### config.mk
export PLATFORM = sky130hd
export DESIGN_NAME = multi_mode_bit_serial_crc_top
export DESIGN_NICKNAME = d
export VERILOG_FILES = /design/src/hw/rtl/mmcrc_pkg.sv /design/src/hw/rtl/multi_mode_bit_serial_crc_top.sv /design/src/hw/rtl/mmcrc_step.sv /design/src/hw/rtl/mmcrc_finish.sv
export VERILOG_INCLUDE_DIRS = /design/src /design/src/hw/rtl
export SDC_FILE = /design/constraint.sdc
export NUM_CORES = 1
export LEC_CHECK = 0
export BUFFER_PORTS_ARGS = -buffer_cell sky130_fd_sc_hd__buf_2
export CAP_MARGIN = 10
export CORE_MARGIN = 5
export CORE_UTILIZATION = 52
export DETAILED_ROUTE_END_ITERATION = 7
export GPL_TIMING_DRIVEN = 0
export MAX_ROUTING_LAYER = met4
export PLACE_DENSITY = 0.77
export RECOVER_POWER = 25
export SLEW_MARGIN = 20
export SYNTH_ARGS = -nofsm -noshare
export SYNTH_HDL_FRONTEND = slang
export SYNTH_HIERARCHICAL = 1
export SYNTH_SLANG_ARGS = --single-unit
export TNS_END_PERCENT = 5
### constraint.sdc
create_clock -name clock -period 3.79 [get_ports clock]
set_input_delay 0.1895 -clock clock [delete_from_list [all_inputs] [get_ports clock]]
set_output_delay 0.1895 -clock clock [all_outputs]
set_load 0.005 [all_outputs]
### src/hw/rtl/multi_mode_bit_serial_crc_top_macros.svh
// ----------------------------------------------------------------------------
// Assertion macros for the multi-mode bit-serial CRC block
// Helpers for clocked concurrent checks with reset disable.
// ----------------------------------------------------------------------------
`ifndef MULTI_MODE_BIT_SERIAL_CRC_TOP_MACROS_SVH
`define MULTI_MODE_BIT_SERIAL_CRC_TOP_MACROS_SVH

// Check cons in the same cycle as ante
`define MMCRC_ASSERT_SAME(lbl, clk, rst, ante, cons, msg) \
   lbl: assert property (@(posedge clk) disable iff (rst) (ante) |-> (cons)) else $error(msg);

// Check cons in the cycle after ante
`define MMCRC_ASSERT_NEXT(lbl, clk, rst, ante, cons, msg) \
   lbl: assert property (@(posedge clk) disable iff (rst) (ante) |=> (cons)) else $error(msg);

`endif

### src/hw/rtl/mmcrc_pkg.sv
// ----------------------------------------------------------------------------
// mmcrc_pkg
// Types, constants and per-mode helper functions for the multi-mode CRC.
// ----------------------------------------------------------------------------
`timescale 1ns / 1ps

package mmcrc_pkg;

   localparam int unsigned CRC_W          = 32;
   localparam int unsigned COUNT_W        = 9;
   localparam int unsigned MAX_FRAME_BITS = 256;
   localparam logic [COUNT_W-1:0] COUNT_SAT = '1;

   typedef enum logic [2:0] {
      CRC_MODE_CRC16 = 3'd0,
      CRC_MODE_CRC9  = 3'd1,
      CRC_MODE_CRC32 = 3'd2,
      CRC_MODE_CRC8  = 3'd3,
      CRC_MODE_CRC7  = 3'd4
   } crc_mode_type;

   typedef struct packed {
      logic [CRC_W-1:0]   sr;
      logic [COUNT_W-1:0] count;
   } crc_state_type;

   // Register width of each mode
   function automatic logic [5:0] mode_width(input crc_mode_type mode);
      logic [5:0] w;
      case (mode)
         CRC_MODE_CRC9:  w = 6'd9;
         CRC_MODE_CRC32: w = 6'd32;
         CRC_MODE_CRC8:  w = 6'd8;
         CRC_MODE_CRC7:  w = 6'd7;
         default:        w = 6'd16;
      endcase
      return w;
   endfunction

   // Mask that keeps the register within the mode width
   function automatic logic [CRC_W-1:0] mode_mask(input crc_mode_type mode);
      logic [CRC_W-1:0] m;
      case (mode)
         CRC_MODE_CRC9:  m = 32'h0000_01FF;
         CRC_MODE_CRC32: m = 32'hFFFF_FFFF;
         CRC_MODE_CRC8:  m = 32'h0000_00FF;
         CRC_MODE_CRC7:  m = 32'h0000_007F;
         default:        m = 32'h0000_FFFF;
      endcase
      return m;
   endfunction

   // Generator polynomial without the top term
   function automatic logic [CRC_W-1:0] mode_poly(input crc_mode_type mode);
      logic [CRC_W-1:0] p;
      case (mode)
         CRC_MODE_CRC9:  p = 32'h0000_0059;
         CRC_MODE_CRC32: p = 32'h04C1_1DB7;
         CRC_MODE_CRC8:  p = 32'h0000_0007;
         CRC_MODE_CRC7:  p = 32'h0000_0027;
         default:        p = 32'h0000_1021;
      endcase
      return p;
   endfunction

   // Top bit of the register for the mode width
   function automatic logic mode_msb(input crc_mode_type mode,
                                     input logic [CRC_W-1:0] sr);
      logic b;
      case (mode)
         CRC_MODE_CRC9:  b = sr[8];
         CRC_MODE_CRC32: b = sr[31];
         CRC_MODE_CRC8:  b = sr[7];
         CRC_MODE_CRC7:  b = sr[6];
         default:        b = sr[15];
      endcase
      return b;
   endfunction

endpackage

### src/hw/rtl/multi_mode_bit_serial_crc_top.sv
// ----------------------------------------------------------------------------
// multi_mode_bit_serial_crc_top
// Bit-serial CRC engine with five selectable CRC modes and a match flag.
// ----------------------------------------------------------------------------
// Usage:
//   The req_ channel carries one message bit per transaction, MSB first,
//   with req_last_bit marking the frame end and req_expected_crc the CRC to
//   compare against (sampled only with the last bit).
//   The rsp_ channel returns one transaction per frame: the finished CRC,
//   right aligned, and a flag that is set when it equals all 32 bits of
//   req_expected_crc.
//   csr_wr_en / csr_wr_data write the mode (0 CRC-16 inverted, 1 CRC-9
//   inverted, 2 CRC-32 byte swapped, 3 CRC-8, 4 CRC-7); codes 5-7 are ignored.
// Timing:
//   One bit is taken every cycle while req_stall is low. The LFSR step and the finishing logic sit
//   between the CRC state register and the result register, so the result
//   appears in the cycle after the last bit is taken.
// Reset:
//   Clears the CRC register, the bit count, the result valid and sets mode 0.
// Stall:
//   The result register holds while rsp_stall is high; req_stall rises only
//   while a result is held there.
// ----------------------------------------------------------------------------
`timescale 1ns / 1ps

module multi_mode_bit_serial_crc_top #(
   parameter int unsigned MAX_FRAME_BITS = mmcrc_pkg::MAX_FRAME_BITS
) (
   input  logic                        clock,
   input  logic                        reset,
   // input transactions
   input  logic                        req_valid,
   output logic                        req_stall,
   input  logic                        req_data_bit,
   input  logic                        req_last_bit,
   input  logic [mmcrc_pkg::CRC_W-1:0] req_expected_crc,
   // result transactions
   output logic                        rsp_valid,
   input  logic                        rsp_stall,
   output logic [mmcrc_pkg::CRC_W-1:0] rsp_crc_value,
   output logic                        rsp_crc_match,
   // mode register
   input  logic                        csr_wr_en,
   input  logic [2:0]                  csr_wr_data
);
   import mmcrc_pkg::*;

   crc_mode_type     mode_ff, mode_in;
   crc_state_type    state_ff, state_in;
   crc_state_type    state_step;
   logic [CRC_W-1:0] crc_final;
   logic             req_fire;
   logic             rsp_valid_ff, rsp_valid_in;
   logic [CRC_W-1:0] rsp_crc_value_ff, rsp_crc_value_in;
   logic             rsp_crc_match_ff, rsp_crc_match_in;

   // Hold input only while a result waits on a stalled receiver
   assign req_stall = rsp_valid_ff & rsp_stall;
   assign req_fire  = req_valid & ~req_stall;

   mmcrc_step u_step (
      .mode       (mode_ff),
      .state_cur  (state_ff),
      .data_bit   (req_data_bit),
      .state_next (state_step)
   );

   mmcrc_finish #(
      .MAX_FRAME_BITS (MAX_FRAME_BITS)
   ) u_finish (
      .mode      (mode_ff),
      .state_new (state_step),
      .crc_value (crc_final)
   );

   // Mode register: take only defined codes
   always_comb begin
      mode_in = mode_ff;
      if (csr_wr_en && csr_wr_data <= 3'(CRC_MODE_CRC7)) begin
         mode_in = crc_mode_type'(csr_wr_data);
      end
   end

   // CRC state: advance per transaction, clear after the last bit
   always_comb begin
      state_in = state_ff;
      if (req_fire) begin
         state_in = req_last_bit ? '0 : state_step;
      end
   end

   // Result register: load on the last bit, drop once taken
   always_comb begin
      rsp_valid_in     = rsp_valid_ff & rsp_stall;
      rsp_crc_value_in = rsp_crc_value_ff;
      rsp_crc_match_in = rsp_crc_match_ff;
      if (req_fire && req_last_bit) begin
         rsp_valid_in     = 1'b1;
         rsp_crc_value_in = crc_final;
         rsp_crc_match_in = (crc_final == req_expected_crc);
      end
   end

   always_ff @(posedge clock) begin
      if (reset) begin
         mode_ff      <= CRC_MODE_CRC16;
         state_ff     <= '0;
         rsp_valid_ff <= 1'b0;
      end else begin
         mode_ff      <= mode_in;
         state_ff     <= state_in;
         rsp_valid_ff <= rsp_valid_in;
      end
   end

   always_ff @(posedge clock) begin
      rsp_crc_value_ff <= rsp_crc_value_in;
      rsp_crc_match_ff <= rsp_crc_match_in;
   end

   assign rsp_valid     = rsp_valid_ff;
   assign rsp_crc_value = rsp_crc_value_ff;
   assign rsp_crc_match = rsp_crc_match_ff;

`include "multi_mode_bit_serial_crc_top_macros.svh"

   `MMCRC_ASSERT_NEXT(a_last_gives_result, clock, reset, req_fire && req_last_bit, rsp_valid_ff, "last bit produced no result")
   `MMCRC_ASSERT_NEXT(a_last_clears_state, clock, reset, req_fire && req_last_bit, state_ff == '0, "state not cleared after frame end")
   `MMCRC_ASSERT_NEXT(a_count_advance, clock, reset, req_fire && !req_last_bit && state_ff.count != COUNT_SAT, state_ff.count == $past(state_ff.count) + COUNT_W'(1), "bit count did not advance")
   `MMCRC_ASSERT_NEXT(a_bad_mode_ignored, clock, reset, csr_wr_en && csr_wr_data > 3'(CRC_MODE_CRC7), $stable(mode_ff), "undefined mode code was taken")
   `MMCRC_ASSERT_SAME(a_idle_state_holds, clock, reset, !req_fire && !csr_wr_en, state_in == state_ff, "state moved without a transaction")

endmodule

### src/hw/rtl/mmcrc_step.sv
// ----------------------------------------------------------------------------
// mmcrc_step
// One LFSR step for the selected mode plus the saturating frame bit count.
// ----------------------------------------------------------------------------
`timescale 1ns / 1ps

module mmcrc_step (
   input  mmcrc_pkg::crc_mode_type  mode,
   input  mmcrc_pkg::crc_state_type state_cur,
   input  logic                     data_bit,
   output mmcrc_pkg::crc_state_type state_next
);
   import mmcrc_pkg::*;

   logic [CRC_W-1:0] mask;
   logic [CRC_W-1:0] sr_masked;
   logic [CRC_W-1:0] sr_shift;
   logic             feedback;

   // Drop bits above the current width, then shift and fold in the polynomial
   always_comb begin
      mask      = mode_mask(mode);
      sr_masked = state_cur.sr & mask;
      feedback  = mode_msb(mode, sr_masked) ^ data_bit;
      sr_shift  = {sr_masked[CRC_W-2:0], 1'b0} & mask;
      state_next.sr = feedback ? (sr_shift ^ mode_poly(mode)) : sr_shift;

      // Advance the bit count, hold at saturation
      if (state_cur.count != COUNT_SAT) begin
         state_next.count = state_cur.count + COUNT_W'(1);
      end else begin
         state_next.count = state_cur.count;
      end
   end

endmodule

### src/hw/rtl/mmcrc_finish.sv
// ----------------------------------------------------------------------------
// mmcrc_finish
// Finishing step per mode: inversion, byte swap or long-frame zeroing.
// ----------------------------------------------------------------------------
`timescale 1ns / 1ps

module mmcrc_finish #(
   parameter int unsigned MAX_FRAME_BITS = mmcrc_pkg::MAX_FRAME_BITS
) (
   input  mmcrc_pkg::crc_mode_type   mode,
   input  mmcrc_pkg::crc_state_type  state_new,
   output logic [mmcrc_pkg::CRC_W-1:0] crc_value
);
   import mmcrc_pkg::*;

   localparam logic [COUNT_W:0] LIMIT = (COUNT_W+1)'(MAX_FRAME_BITS);

   logic [COUNT_W:0] len_plus_w;
   logic             too_long;
   logic [CRC_W-1:0] sr;

   // Frame length plus CRC width against the frame limit
   always_comb begin
      len_plus_w = {1'b0, state_new.count} + (COUNT_W+1)'(mode_width(mode));
      too_long   = len_plus_w > LIMIT;
      sr         = state_new.sr & mode_mask(mode);
   end

   // Select the finished value
   always_comb begin
      case (mode)
         CRC_MODE_CRC9: begin
            crc_value = {23'd0, sr[8:0] ^ 9'h1FF};
         end
         CRC_MODE_CRC32: begin
            crc_value = {sr[7:0], sr[15:8], sr[23:16], sr[31:24]};
         end
         CRC_MODE_CRC8, CRC_MODE_CRC7: begin
            crc_value = too_long ? '0 : sr;
         end
         default: begin
            crc_value = {16'd0, sr[15:0] ^ 16'hFFFF};
         end
      endcase
   end

endmodule

After elaboration in Yosys (flattened, before gate mapping)
Cells that the tools add are included.
{"block": "classes", "add_sub_neg": 2, "magnitude_cmp": 2, "n_eq_ne": 6, "n_mux": 10, "bitwise": 10, "n_reduce_logical": 3}
{"op": "$pmux 32 s4", "n": 1}
{"op": "$pmux 27 s4", "n": 1}
{"op": "$and 32x32->32", "n": 3}
{"op": "$pmux 32 s3", "n": 1}
{"op": "$mux 32", "n": 2}
{"op": "$mux 41", "n": 1}
{"op": "$eq 32x32->1", "n": 1}
{"op": "$xor 32x27->32", "n": 1}
{"op": "$pmux 6 s4", "n": 1}
{"op": "$not 16->16", "n": 1}
{"op": "$add 9x6->10", "n": 1}
{"op": "$gt 10x9->1 const B", "n": 1}
{"op": "$add 9x1->9 const B", "n": 1}
{"op": "$mux 9", "n": 1}
{"op": "$ne 9x9->1 const B", "n": 1}
{"op": "$not 9->9", "n": 1}
{"op": "$eq 3x2->1 const B", "n": 2}
{"op": "$pmux 1 s4", "n": 1}
{"op": "$eq 3x1->1 const B", "n": 1}
{"op": "$eq 3x3->1 const B", "n": 1}
{"op": "$le 3x3->1 const B", "n": 1}
{"op": "$and 1x1->1", "n": 2}
{"op": "$logic_and 1x1->1", "n": 2}
{"op": "$reduce_or 2->1", "n": 1}
{"op": "3 further kinds", "n": 3}
{"block": "word_totals", "register_bits": 78, "inputBits": 42, "out_inout_bits": 35, "word_cells": 39}

Logic depth before layout (Yosys ltp)
Gate-level depths: netlist (run 1).
{"block": "logic_depth", "ltp_word": 10, "ltp_mapped": 17}

Cells and area by module
Netlist (run 1), hierarchy kept.
{"mod": "multi_mode_bit_serial_crc_top", "instances": 1, "cells_each": 283, "area_per_inst_um2": 3110.5, "seq_area_each_um2": 1891.8}
{"mod": "mmcrc_step", "instances": 1, "cells_each": 135, "area_per_inst_um2": 972.2, "seq_area_each_um2": 0.0}
{"mod": "mmcrc_finish", "instances": 1, "cells_each": 154, "area_per_inst_um2": 915.9, "seq_area_each_um2": 0.0}

Worst setup path before layout (run 1)
Ideal clock, no wire load.
{"block": "synth_path", "path_kind": "register to register", "start": "register state_ff[0] in the netlist's numbering", "end": "register rsp_crc_match_ff, in the netlist rsp_crc_match (data pin)", "setup_time_ns": 0.139, "arrival_ns": 3.825, "required_time_ns": 3.651, "slack_ns": -0.174, "path_stages_with_launch": 18, "path_buffers": 1, "synth_period_minus_slack_ns": 3.964, "cell_sequence": "dfxtp_1 -> ha_1 -> and3_1 -> clkbuf_1 -> and4_1 -> nand3_1 -> xor2_1 -> ha_1 -> fa_1 -> a211o_1 -> a2111oi_0 -> nor4b_1 -> a41oi_2 -> o21ai_1 -> xor2_1 -> nor4_1 -> nand4_1 -> nor2_1"}
{"item": "from (decl)", "line": "multi_mode_bit_serial_crc_top.sv:49", "rtl": "crc_state_type state_ff, state_in;"}
{"item": "from (signal assigned)", "line": "multi_mode_bit_serial_crc_top.sv:111", "rtl": "state_ff <= state_in;"}
{"item": "to (signal assigned)", "line": "multi_mode_bit_serial_crc_top.sv:118", "rtl": "rsp_crc_match_ff <= rsp_crc_match_in;"}
{"item": "to (decl)", "line": "multi_mode_bit_serial_crc_top.sv:55", "rtl": "logic rsp_crc_match_ff, rsp_crc_match_in;"}

==> results of run 1 <==
-- routing by layer --
layer	track usage, %	vias to the layer above	part of all wire (%)
li1	-	2268	-
met1	35.9	2266	44
met2	39.4	244	46
met3	4.48	24	8.9
met4	6.04	0	1.4
met5	-	-	0
-- report_power, final --
part / total [mW] / internal, mW / switching, mW
registers: 0.919 / 0.905 / 0.0136
clock network: 0.671 / 0.315 / 0.356
logic: 0.397 / 0.155 / 0.242
total: 1.99 / 1.37 / 0.612
-- sequential cells by signal, summed over array words and instances, names as in the netlist --
register and cells:
rsp_valid 1, rsp_crc_value 32, state_ff 41, rsp_crc_match 1
mode_ff 3
-- placed cells by master, fill, tap and decap left out, types with 3 or more instances in the layout --
cell and instances:
a211oi_2 3, a21oi_1 62, a22o_1 3, and2_1 8
and3_1 35, buf_2 65, buf_4 15, buf_6 6
clkbuf_1 32, clkbuf_8 9, dfxtp_1 43, edfxtp_1 33
ha_1 5, inv_1 9, mux2i_1 7, nand2_1 79
nand2b_1 3, nand3_1 11, nand3b_1 42, nand4_1 5
nor2_1 33, nor2b_1 6, nor3_1 3, nor4_1 4
nor4_2 4, o21a_1 4, o21ai_0 22, o21ai_2 3
o21ai_4 4, xnor2_1 7, xnor3_1 4, xor2_1 35
-- metrics by stage --
stage | utilization [%] | instance area (um^2)
2_1_floorplan | - | 5020
3_3_place_gp | 59.5 | 5550
3_5_place_dp | 59.5 | 5550
4_1_cts | 64.2 | 5990
5_1_grt | 64.2 | 5990
6_report | 64.2 | 5990
-- critical path: stages, from the launching register on --
cell       delay [ns]
dfxtp_4          0.37
ha_4             0.13
and3_4           0.17
and4_4           0.25
nand3_4          0.13
xor2_4           0.23
ha_4             0.17
fa_2             0.39
a211o_1          0.32
a2111oi_1        0.41
nor4b_1          0.14
a41oi_2          0.29
buf_4            0.19
o21ai_4          0.05
xor2_1           0.18
nor4_2           0.27
nand4_1          0.14
nor2_1           0.12
-- kinds of logic after synthesis --
group / count (synthesis) / share of synthesized area [%]
mux: 11 / 2.30
flops: 78 / 37.8
compound gates: 136 / 17.1
fa+ha+maj: 8 / 2.15
buf+inv: 43 / 4.36
xor+xnor: 47 / 9.34
simple gates: 249 / 26.9
-- final cells by class --
cell class | instances | area share (%)
Multi-Input combinational cell | 451 | 51.1
Sequential cell | 78 | 31.7
Timing Repair Buffer | 87 | 7.56
Buffer | 33 | 3.05
Tap cell | 129 | 2.69
Clock buffer | 9 | 2.07
Clock inverter | 7 | 1.36
Inverter | 9 | 0.564
-- worst max-delay path by stage --
stage / from / endpoint / depth (start not counted)
final: state_ff[0] / rsp_crc_match / 17
after CTS: state_ff[0] / rsp_crc_match / 17
after global routing: state_ff[0] / rsp_crc_match / 17
after floorplan: state_ff[0] / rsp_crc_match / 16
after detailed placement: state_ff[0] / rsp_crc_match / 17
after global placement: state_ff[0] / rsp_crc_match / 17
-- cell usage after synthesis (all sizes together), types with 4 or more instances --
| cell type | instances | area (um^2) |
|---|---|---|
| nand2 | 80 | 303 |
| nand4 | 5 | 31.3 |
| nor4 | 8 | 50.1 |
| mux2i | 7 | 70.1 |
| inv | 9 | 33.8 |
| nor2 | 33 | 124 |
| edfxtp | 33 | 991 |
| a21oi | 63 | 315 |
| nand3b | 42 | 315 |
| nor2b | 6 | 37.5 |
| nand3 | 12 | 60.1 |
| xor2 | 36 | 315 |
| o21a | 4 | 30.0 |
| dfxtp | 45 | 901 |
| buf | 14 | 109 |
| ha | 7 | 87.6 |
| nor3 | 4 | 31.3 |
| and2 | 8 | 50.1 |
| clkbuf | 20 | 75.1 |
| o21ai | 31 | 155 |
| and3 | 37 | 231 |
| xnor3 | 4 | 90.1 |
| xnor2 | 7 | 61.3 |
| a211oi | 5 | 47.5 |
| mux2 | 4 | 45.0 |
-- timing repair --
item,in CTS,in global routing
setup buffers,13,0
resized for setup,27,4
pin swaps,19,0
hold endpoints to repair,0,0
setup endpoints to repair,2,1
==> summary.txt, run 1 <==
Status
  • Status: complete, but fails checks
  • Failing checks: negative setup slack

Pwr
  • Peak VDD IR: roughly 0.00016 V
  • Power, Total: 1.99 mW
  • Pleak: 2.31 nW
  • Pwr dens: 332 nW/um^2

STA
  • Relative slew margins: between 40% and 50%
  • Final setup fails: 1
  • Fmax: roughly 0.24 GHz
  • RSZ-0062 raised after global routing: true
  • TNS Setup: -0.297 ns
  • Fin. Hold Viols: 0
  • Measured slew at the worst slew-check pin: 0.817 ns
  • Min Tclk post-route: slightly above 4 ns
  • Final worst slack: -0.297 ns
  • Clock skew: 0.0174 ns
  • Final period utilization: 108%
  • Tightest hold margin: 0.110 ns
  • Final Max Slew Viols: 0

Logic synthesis
  • Yosys cell types: 62
  • Synthesized net count: 622
  • Cell Area, Synth: roughly 5000 um^2
  • Mapped Cells: around 570
  • Synthesized area per cell: 8.74 um^2
  • Synth async-reset ratio: 0%
  • FF+latch count, synth: 78
  • Sequential area share after synthesis: between 30% and 40%
  • Synth Flop Type: dfxtp_1
  • Post-synth EDFFs: 33
  • Syn. warnings: 6

Worst setup path
  • Worst R2R End: rsp_crc_match
  • Critical Path RT: 4.03 ns
  • Reg2Reg Launch Point: state_ff[0]
  • Critical Path Fanout Max: 4
  • CP Capture Type: flop
  • Worst-case reg-to-reg path depth: 17
  • Setup crit start kind: flop
  • CP Class: reg2reg
  • Worst reg-to-reg setup slack: -0.30 ns
  • Worst EP arrival: between 4 and 5 ns

Clock tree
  • Root buf cell: clkbuf_8
  • # hold bufs at CTS: 0
  • Clock-pin slew on the worst setup and hold paths: 0.10 ns
  • Clock latency on the worst-skew pair: 0.37 ns
  • CTS buffer count: 9
  • Clk buf depth: 2
  • CTS tree: built
  • H-tree levels: 3
  • Num Clock Sinks: 78

Routing
  • Vias: 4802
  • Drt first-iter violations: 429
  • Routed WL: about 14000 um
  • Post-route DRC: 0
  • Final antenna-violating net count: 0
  • Avg WL per Cell: 18.0 um
  • DR vias/cell: roughly 6
  • First drt pass iteration count: 5

Floorplan
  • Ports: a little under 80
  • Row count: 35
  • Initial Util: 53.6%
  • Die height: between 100 and 150 um
  • DIE AREA: roughly 12000 um^2
  • Core ar.: 9330 um^2
  • Die span in x: 108 um

Layout
  • Area delta synth->final: 19.9%
  • Multi-input gate area: 3060 um^2
  • Antenna diodes: 0
  • Share of layout cells above drive strength 1: 21.2%
  • Final std cells w/o fill: around 800
  • Filler cell count: 788
  • Register cell area after layout: roughly 1900 um^2
  • Nets: ~720

GRT
  • First-pass GRT wire length: around 23000 um
  • Largest net degree at the start of global routing: 34
  • Gr usage total: roughly 26%
  • Vias in the first global route: 4430
  • Grt total ovfl: 0
  • Antenna violations before repair: 0

Placement
  • Final HPWL DP: ~11000 um
  • Port bufs: 74
  • Final GP Congestion: 0.983
  • Pre-CTS setup slack: -0.696 ns
  • Placed cells: 775

Run
  • Maxcap violations: 0

Worst hold path
  • Hold Crit Start: req_valid
  • HP Class: in2reg
  • Worst hold stages: 3
  • Hold Path End: rsp_valid
Power figures use the tool's default switching activity.
==> inputs of run 2 (changes only) <==
--- a/config.mk
+++ b/config.mk
@@ -18,6 +18,5 @@
 export SLEW_MARGIN = 20
 export SYNTH_ARGS = -nofsm -noshare
 export SYNTH_HDL_FRONTEND = slang
-export SYNTH_HIERARCHICAL = 1
 export SYNTH_SLANG_ARGS = --single-unit
 export TNS_END_PERCENT = 5
==> run 2 against run 1 <==
  * The flow still finishes with violations (negative setup slack)
  * Critical path type unchanged
  * Area after synthesis is 2.4% higher
  * Global-route usage is 4.7 points higher
  * Clock-buffer cell count is 5 higher
  * Sequential share of layout area is 0.88 points lower
  * First-iteration DRC count is 21% higher
  * Largest power group unchanged
==> summary.txt, run 2 <==
Status
  • Status: complete, but fails checks
  • Failing checks: negative setup slack

GRT
  • Vias in the first global route: 5056
  • Antenna violations before repair: 0
  • Gr usage total: 30.4%
  • Grt total ovfl: 0
  • First-pass GRT wire length: around 27000 um
  • Largest net degree at the start of global routing: 35

Routing
  • DR vias/cell: 6.22
  • Routed WL: between 15000 and 20000 um
  • Final antenna-violating net count: 0
  • Post-route DRC: 0
  • Vias: 5220
  • First drt pass iteration count: 5
  • Drt first-iter violations: 518
  • Avg WL per Cell: 20.6 um

Logic synthesis
  • Synth top area share: 19.4%
  • Yosys cell types: 74
  • Area contributors post-synth: edfxtp_1, dfxtp_1, a22oi_1
  • Synth async-reset ratio: 0%
  • Cell Area, Synth: 5120 um^2
  • FF+latch count, synth: 78
  • Mapped Cells: 600
  • Area leader, netlist: edfxtp_1
  • Syn. warnings: 0
  • Sequential area share after synthesis: 37.0%
  • Synthesized net count: 650
  • Post-synth EDFFs: 33
  • Synthesized area per cell: 8.53 um^2
  • Count leader, synth: nor2_1
  • Synth cell count leaders: nor2_1, nand2_1, dfxtp_1
  • Synth Flop Type: dfxtp_1

Floorplan
  • Die height: 109 um
  • Row count: 36
  • DIE AREA: 11900 um^2
  • Die span in x: 109 um
  • Ports: 77
  • Initial Util: ~53%
  • Core ar.: 9680 um^2

Placement
  • Final HPWL DP: roughly 13000 um
  • Pre-CTS setup slack: -1.16 ns
  • Final GP Congestion: 0.958
  • Port bufs: between 70 and 80

STA
  • Measured slew at the worst slew-check pin: 0.845 ns
  • Fin. Hold Viols: 0
  • Final setup fails: 2
  • Final period utilization: 107%
  • Fmax: 0.246 GHz
  • Final Max Slew Viols: 0
  • Relative slew margins: 43.5%
  • Clock skew: 0.0113 ns
  • Final worst slack: -0.279 ns
  • TNS Setup: -0.279 ns
  • Min Tclk post-route: 4.07 ns
  • RSZ-0062 raised after global routing: true

Layout
  • Area delta synth->final: 20.9%
  • Largest Register: state_ff
  • Most frequent cells in the layout: nor2_1, buf_2, nand2_1, clkbuf_1
  • Antenna diodes: 0
  • Commonest non-fill, non-tap cell in the layout: nor2_1
  • Largest register FFs: 41
  • Nets: 751
  • Share of layout cells above drive strength 1: approximately a fifth

Clock tree
  • Clock-pin slew on the worst setup and hold paths: about 0.090 ns
  • # hold bufs at CTS: 0
  • H-tree levels: 3
  • Clock latency on the worst-skew pair: 0.36 ns
  • Clk buf depth: 2
  • CTS buffer count: 9
  • CTS tree: built
  • Num Clock Sinks: 78
  • Root buf cell: clkbuf_8

Pwr
  • Pwr dens: approximately 320 nW/um^2
  • Pleak: 2.27 nW
  • Peak VDD IR: 0.000221 V

Worst setup path
  • Setup crit start kind: flop
  • CP Capture Type: flop
  • Critical Path RT: 4.02 ns
  • Worst EP arrival: 4.30 ns
  • CP Class: reg2reg
  • Critical Path Fanout Max: 6

Worst hold path
  • HP Class: in2reg

Run
  • Maxcap violations: 0
-- run 2: cell type report --
type | instances | area [um^2]
tap | 133 | 166
clock buffer | 14 | 194
timing repair buffer | 90 | 469
sequential | 78 | 1900
inverter | 25 | 93.8
buffer | 36 | 200
fill | 842 | 3500
multi-input combinational | 461 | 3150
clock inverter | 2 | 11.3
-- run 2: report_power, final --
group | switching (mW) | internal, mW | leakage, nW | total (mW)
Combinational | 0.242 | 0.141 | 1.49 | 0.382
Clock | 0.326 | 0.332 | 0.108 | 0.658
Sequential | 0.0110 | 0.903 | 0.671 | 0.914
-- run 2: per-stage QoR --
step	hold WS, ns	cell area (um^2)	cells	util (%)	power (mW)
after floorplan	0.351	5170	600	-	1.16
after CTS	0.118	6170	838	63.7	1.95
final	0.133	6190	839	63.9	1.95
after detailed placement	0.505	5700	806	58.9	1.29
after global routing	0.121	6190	839	63.9	2.03
after global placement	0.478	5700	806	58.9	1.28
-- run 2: worst paths after layout --
path / from / endpoint / slack [ns] / cells past startpoint
max: state_ff[5] / rsp_crc_match / -0.28 / 17
min: csr_wr_data[0] / mode_ff[0] / 0.13 / 3
max reg2reg: state_ff[5] / rsp_crc_match / -0.28 / 17
min reg2reg: state_ff[12] / state_ff[12] / 0.53 / 2
-- run 2: kinds of logic (layout without fill, tap and decap cells) --
logic type | count (synthesis) | count (layout) | synth area share (%)
multiplexers | 9 | 9 | 1.86
adder cells (fa/ha/maj) | 8 | 8 | 2.10
XOR/XNOR | 48 | 48 | 9.58
flip-flops | 78 | 78 | 37.0
AO/OA/AOI/OAI | 181 | 181 | 24.3
AND/OR/NAND/NOR | 215 | 215 | 20.5
buffers and inverters | 61 | 167 | 4.72
-- run 2: critical path, cell delays in order, from the launching register on --
cell       delay [ns]
dfxtp_2          0.33
and4_4           0.22
and2_4           0.14
and3_4           0.21
nand2_4          0.08
xor2_1           0.18
ha_2             0.21
inv_2            0.04
fa_2             0.33
nand2b_4         0.17
a211o_1          0.27
o22ai_2          0.10
nand2_2          0.09
a2111oi_4        0.41
a2bb2oi_4        0.13
or4b_4           0.55
a311oi_2         0.23
o2111a_1         0.23
-- run 2: repair_timing --
| item | 4_1_cts | 5_1_grt |
|---|---|---|
| cloned | 0 | 0 |
| gates resized for setup | 38 | 8 |
| buffers inserted | 16 | 1 |
| setup endpoints to repair | 9 | 9 |
| endpoints found under the hold margin | 0 | 0 |
| pin swaps | 12 | 7 |
-- run 2: layer usage --
layer | vias to the layer above | track usage, % | part of all wire [%]
li1 | 2420 | - | -
met1 | 2489 | 38.4 | 41
met2 | 272 | 49.0 | 47
met3 | 39 | 4.44 | 8.7
met4 | 0 | 12.7 | 2.9
met5 | - | - | 0
==> inputs of run 3 (changes only) <==
--- a/config.mk
+++ b/config.mk
@@ -6,6 +6,7 @@
 export SDC_FILE = /design/constraint.sdc
 export NUM_CORES = 1
 export LEC_CHECK = 0
+export ABC_AREA = 1
 export BUFFER_PORTS_ARGS = -buffer_cell sky130_fd_sc_hd__buf_2
 export CAP_MARGIN = 10
 export CORE_MARGIN = 5
==> run 3 against run 2 <==
  * The flow now finishes without violations
  * Largest cell class unchanged
  * Area after synthesis is 7.2% lower
  * Cell area down 9.6%
  * Clock-buffer cell count fell by 5
  * Critical path type unchanged
==> summary.txt, run 3 <==
Clock tree
  • Clk buf depth: 2
  • # hold bufs at CTS: 0
  • H-tree levels: 3
  • CTS buffer count: 9
  • Root buf cell: clkbuf_8
  • Clock-pin slew on the worst setup and hold paths: 0.09 ns
  • Clock latency on the worst-skew pair: 0.36 ns
  • CTS tree: built
  • Num Clock Sinks: 78

Worst setup path
  • Critical Path Fanout Max: 5
  • Reg2Reg Launch Point: state_ff[0]
  • CP Class: reg2reg
  • Worst reg-to-reg setup slack: 0.20 ns
  • Worst setup path endpoint: rsp_crc_match
  • Critical Path RT: 3.92 ns
  • CP Capture Type: flop
  • Largest stage delay, worst path: 0.51 ns
  • Most used cell along the critical path: nand2_1
  • Worst R2R End: rsp_crc_match
  • Crit path launch: state_ff[0]
  • Slowest-stage cell, CP: fa_2
  • Worst EP arrival: around 3.7 ns
  • Setup crit start kind: flop
  • Worst-case reg-to-reg path depth: 26

GRT
  • Largest net degree at the start of global routing: 31
  • Vias in the first global route: 4431
  • Antenna violations before repair: 0
  • First-pass GRT wire length: about 21000 um
  • Grt total ovfl: 0
  • Gr usage total: between 20 and 25%

Placement
  • Final HPWL DP: 9710 um
  • Port bufs: 75
  • Final GP Congestion: just over 0.9
  • Placed cells: between 800 and 900

Floorplan
  • DIE AREA: 11100 um^2
  • Initial Util: between 50% and 60%
  • Die span in x: 106 um
  • Die height: 106 um
  • Core ar.: 8810 um^2
  • Ports: 77
  • Row count: 34

Layout
  • Share of layout cells above drive strength 1: 18.7%
  • Largest register FFs: 41
  • Antenna diodes: 0
  • Largest Register: state_ff
  • Area delta synth->final: 17.8%
  • Final std cells w/o fill: a little under 900
  • Most frequent cells in the layout: nand2_1, inv_1, buf_2, nor2_1, a21oi_1
  • Nets: 804
  • Commonest non-fill, non-tap cell in the layout: nand2_1

Logic synthesis
  • Post-synth EDFFs: 33
  • Synth top area share: 20.9%
  • Synth Flop Type: dfxtp_1
  • Synthesized area per cell: 7.17 um^2
  • Count leader, synth: nand2_1
  • Area leader, netlist: edfxtp_1
  • Synthesized net count: roughly 700
  • Syn. warnings: 0
  • Synth cell count leaders: nand2_1, inv_1, nor2_1
  • Yosys cell types: a little over 40
  • FF+latch count, synth: 78
  • Synth async-reset ratio: 0%
  • Cell Area, Synth: approximately 4800 um^2
  • Sequential area share after synthesis: between 30% and 40%
  • Area contributors post-synth: edfxtp_1, dfxtp_1, nand2_1
  • Mapped Cells: 663

Run
  • Maxcap violations: 0

Worst hold path
  • HP Class: in2reg

Routing
  • Drt first-iter violations: 307
  • First drt pass iteration count: 5
  • DR vias/cell: 5.39
  • Final antenna-violating net count: 0
  • Post-route DRC: 0
  • Vias: 4669
  • Avg WL per Cell: ~15 um
  • Routed WL: 12900 um

STA
  • TNS Setup: 0 ns
  • Fin. Hold Viols: 0
  • Fmax: 0.279 GHz
  • Final setup fails: 0
  • Min Tclk post-route: ~3.6 ns
  • Tightest hold margin: between 0.1 and 0.15 ns
  • Relative slew margins: 60.6%
  • Final period utilization: 94.6%
  • Clock skew: 0.0116 ns
  • Final Max Slew Viols: 0
  • Measured slew at the worst slew-check pin: 0.589 ns

Pwr
  • Pwr dens: 361 nW/um^2
  • Pleak: 2.56 nW
  • Peak VDD IR: around 0.00018 V

Status
  • Status: completed
-- run 3: changes by cell type after synthesis, sizes merged, moves of 17 or more --
cell	delta
a21oi	+17
a22oi	-39
inv	+62
nand2	+161
nand3	+44
nand4	+21
o21ai	-18
-- run 3: layout make-up --
type | count | area (um^2)
clock inverters | 7 | 97.6
multi-input cells | 477 | 2490
well taps | 108 | 135
flip-flops and latches | 78 | 1900
clock buffers | 9 | 124
plain buffers | 20 | 113
inverters | 87 | 329
repair buffers | 81 | 413
fillers | 774 | 3210
-- run 3: critical path, delay by kind of cell, from the launching register on --
| family | cells | cell delay, ns |
|---|---|---|
| fa+ha+maj | 3 | 0.85 |
| xor+xnor | 1 | 0.11 |
| buf+inv | 3 | 0.32 |
| simple gates | 19 | 1.76 |
| flops | 1 | 0.34 |
-- run 3: cell families (layout without fill, tap and decap cells) --
family | count (synthesis) | in the layout | share of synthesized area (%)
AND/OR/NAND/NOR | 379 | 379 | 37.0
buffers and inverters | 108 | 204 | 9.16
flip-flops | 78 | 78 | 39.8
AO/OA/AOI/OAI | 71 | 71 | 8.11
adder cells (fa/ha/maj) | 8 | 8 | 2.26
XOR/XNOR | 19 | 19 | 3.66
-- run 3: worst min path at each step --
| stage | from | endpoint | slack [ns] | depth (start not counted) |
|---|---|---|---|---|
| after global placement | state_ff[25] | state_ff[25] | 0.45 | 2 |
| after CTS | csr_wr_data[0] | mode_ff[0] | 0.12 | 3 |
| after global routing | csr_wr_data[1] | mode_ff[1] | 0.12 | 3 |
| after floorplan | csr_wr_data[2] | mode_ff[2] | 0.35 | 2 |
| after detailed placement | state_ff[25] | state_ff[25] | 0.46 | 2 |
| final | csr_wr_data[0] | mode_ff[0] | 0.12 | 3 |
-- run 3: per-layer routing --
metal	vias up	global-route usage [%]	routed length [um]	share of wire, %
li1	2331	-	-	-
met1	2098	28.4	5360	42
met2	202	41.2	6190	48
met3	38	3.42	890	6.9
met4	0	9.81	443	3.4
met5	-	-	0	0
-- run 3: timing repair --
action,in CTS,in global routing
cloned,0,1
pin swaps,0,3
setup buffers,0,4
setup endpoints to repair,1,1
resized for setup,2,22
-- run 3: report_power, final --
| part | internal, mW | total, mW | switching [mW] |
|---|---|---|---|
| clock | 0.374 | 0.715 | 0.342 |
| combinational | 0.132 | 0.383 | 0.251 |
| sequential | 0.910 | 0.923 | 0.0134 |
| total | 1.42 | 2.02 | 0.606 |
-- run 3: through the flow --
stage          instance area, um^2  worst slack, ns  utilization, %  total power [mW]
3_3_place_gp                  5260           0.0416            59.7              1.30
2_1_floorplan                 4750            0.429               -              1.19
6_report                      5600            0.204            63.5              2.02
4_1_cts                       5520           0.0101            62.6              2.01
5_1_grt                       5600          -0.0317            63.5              2.10
3_5_place_dp                  5290          -0.0343            60.1              1.31
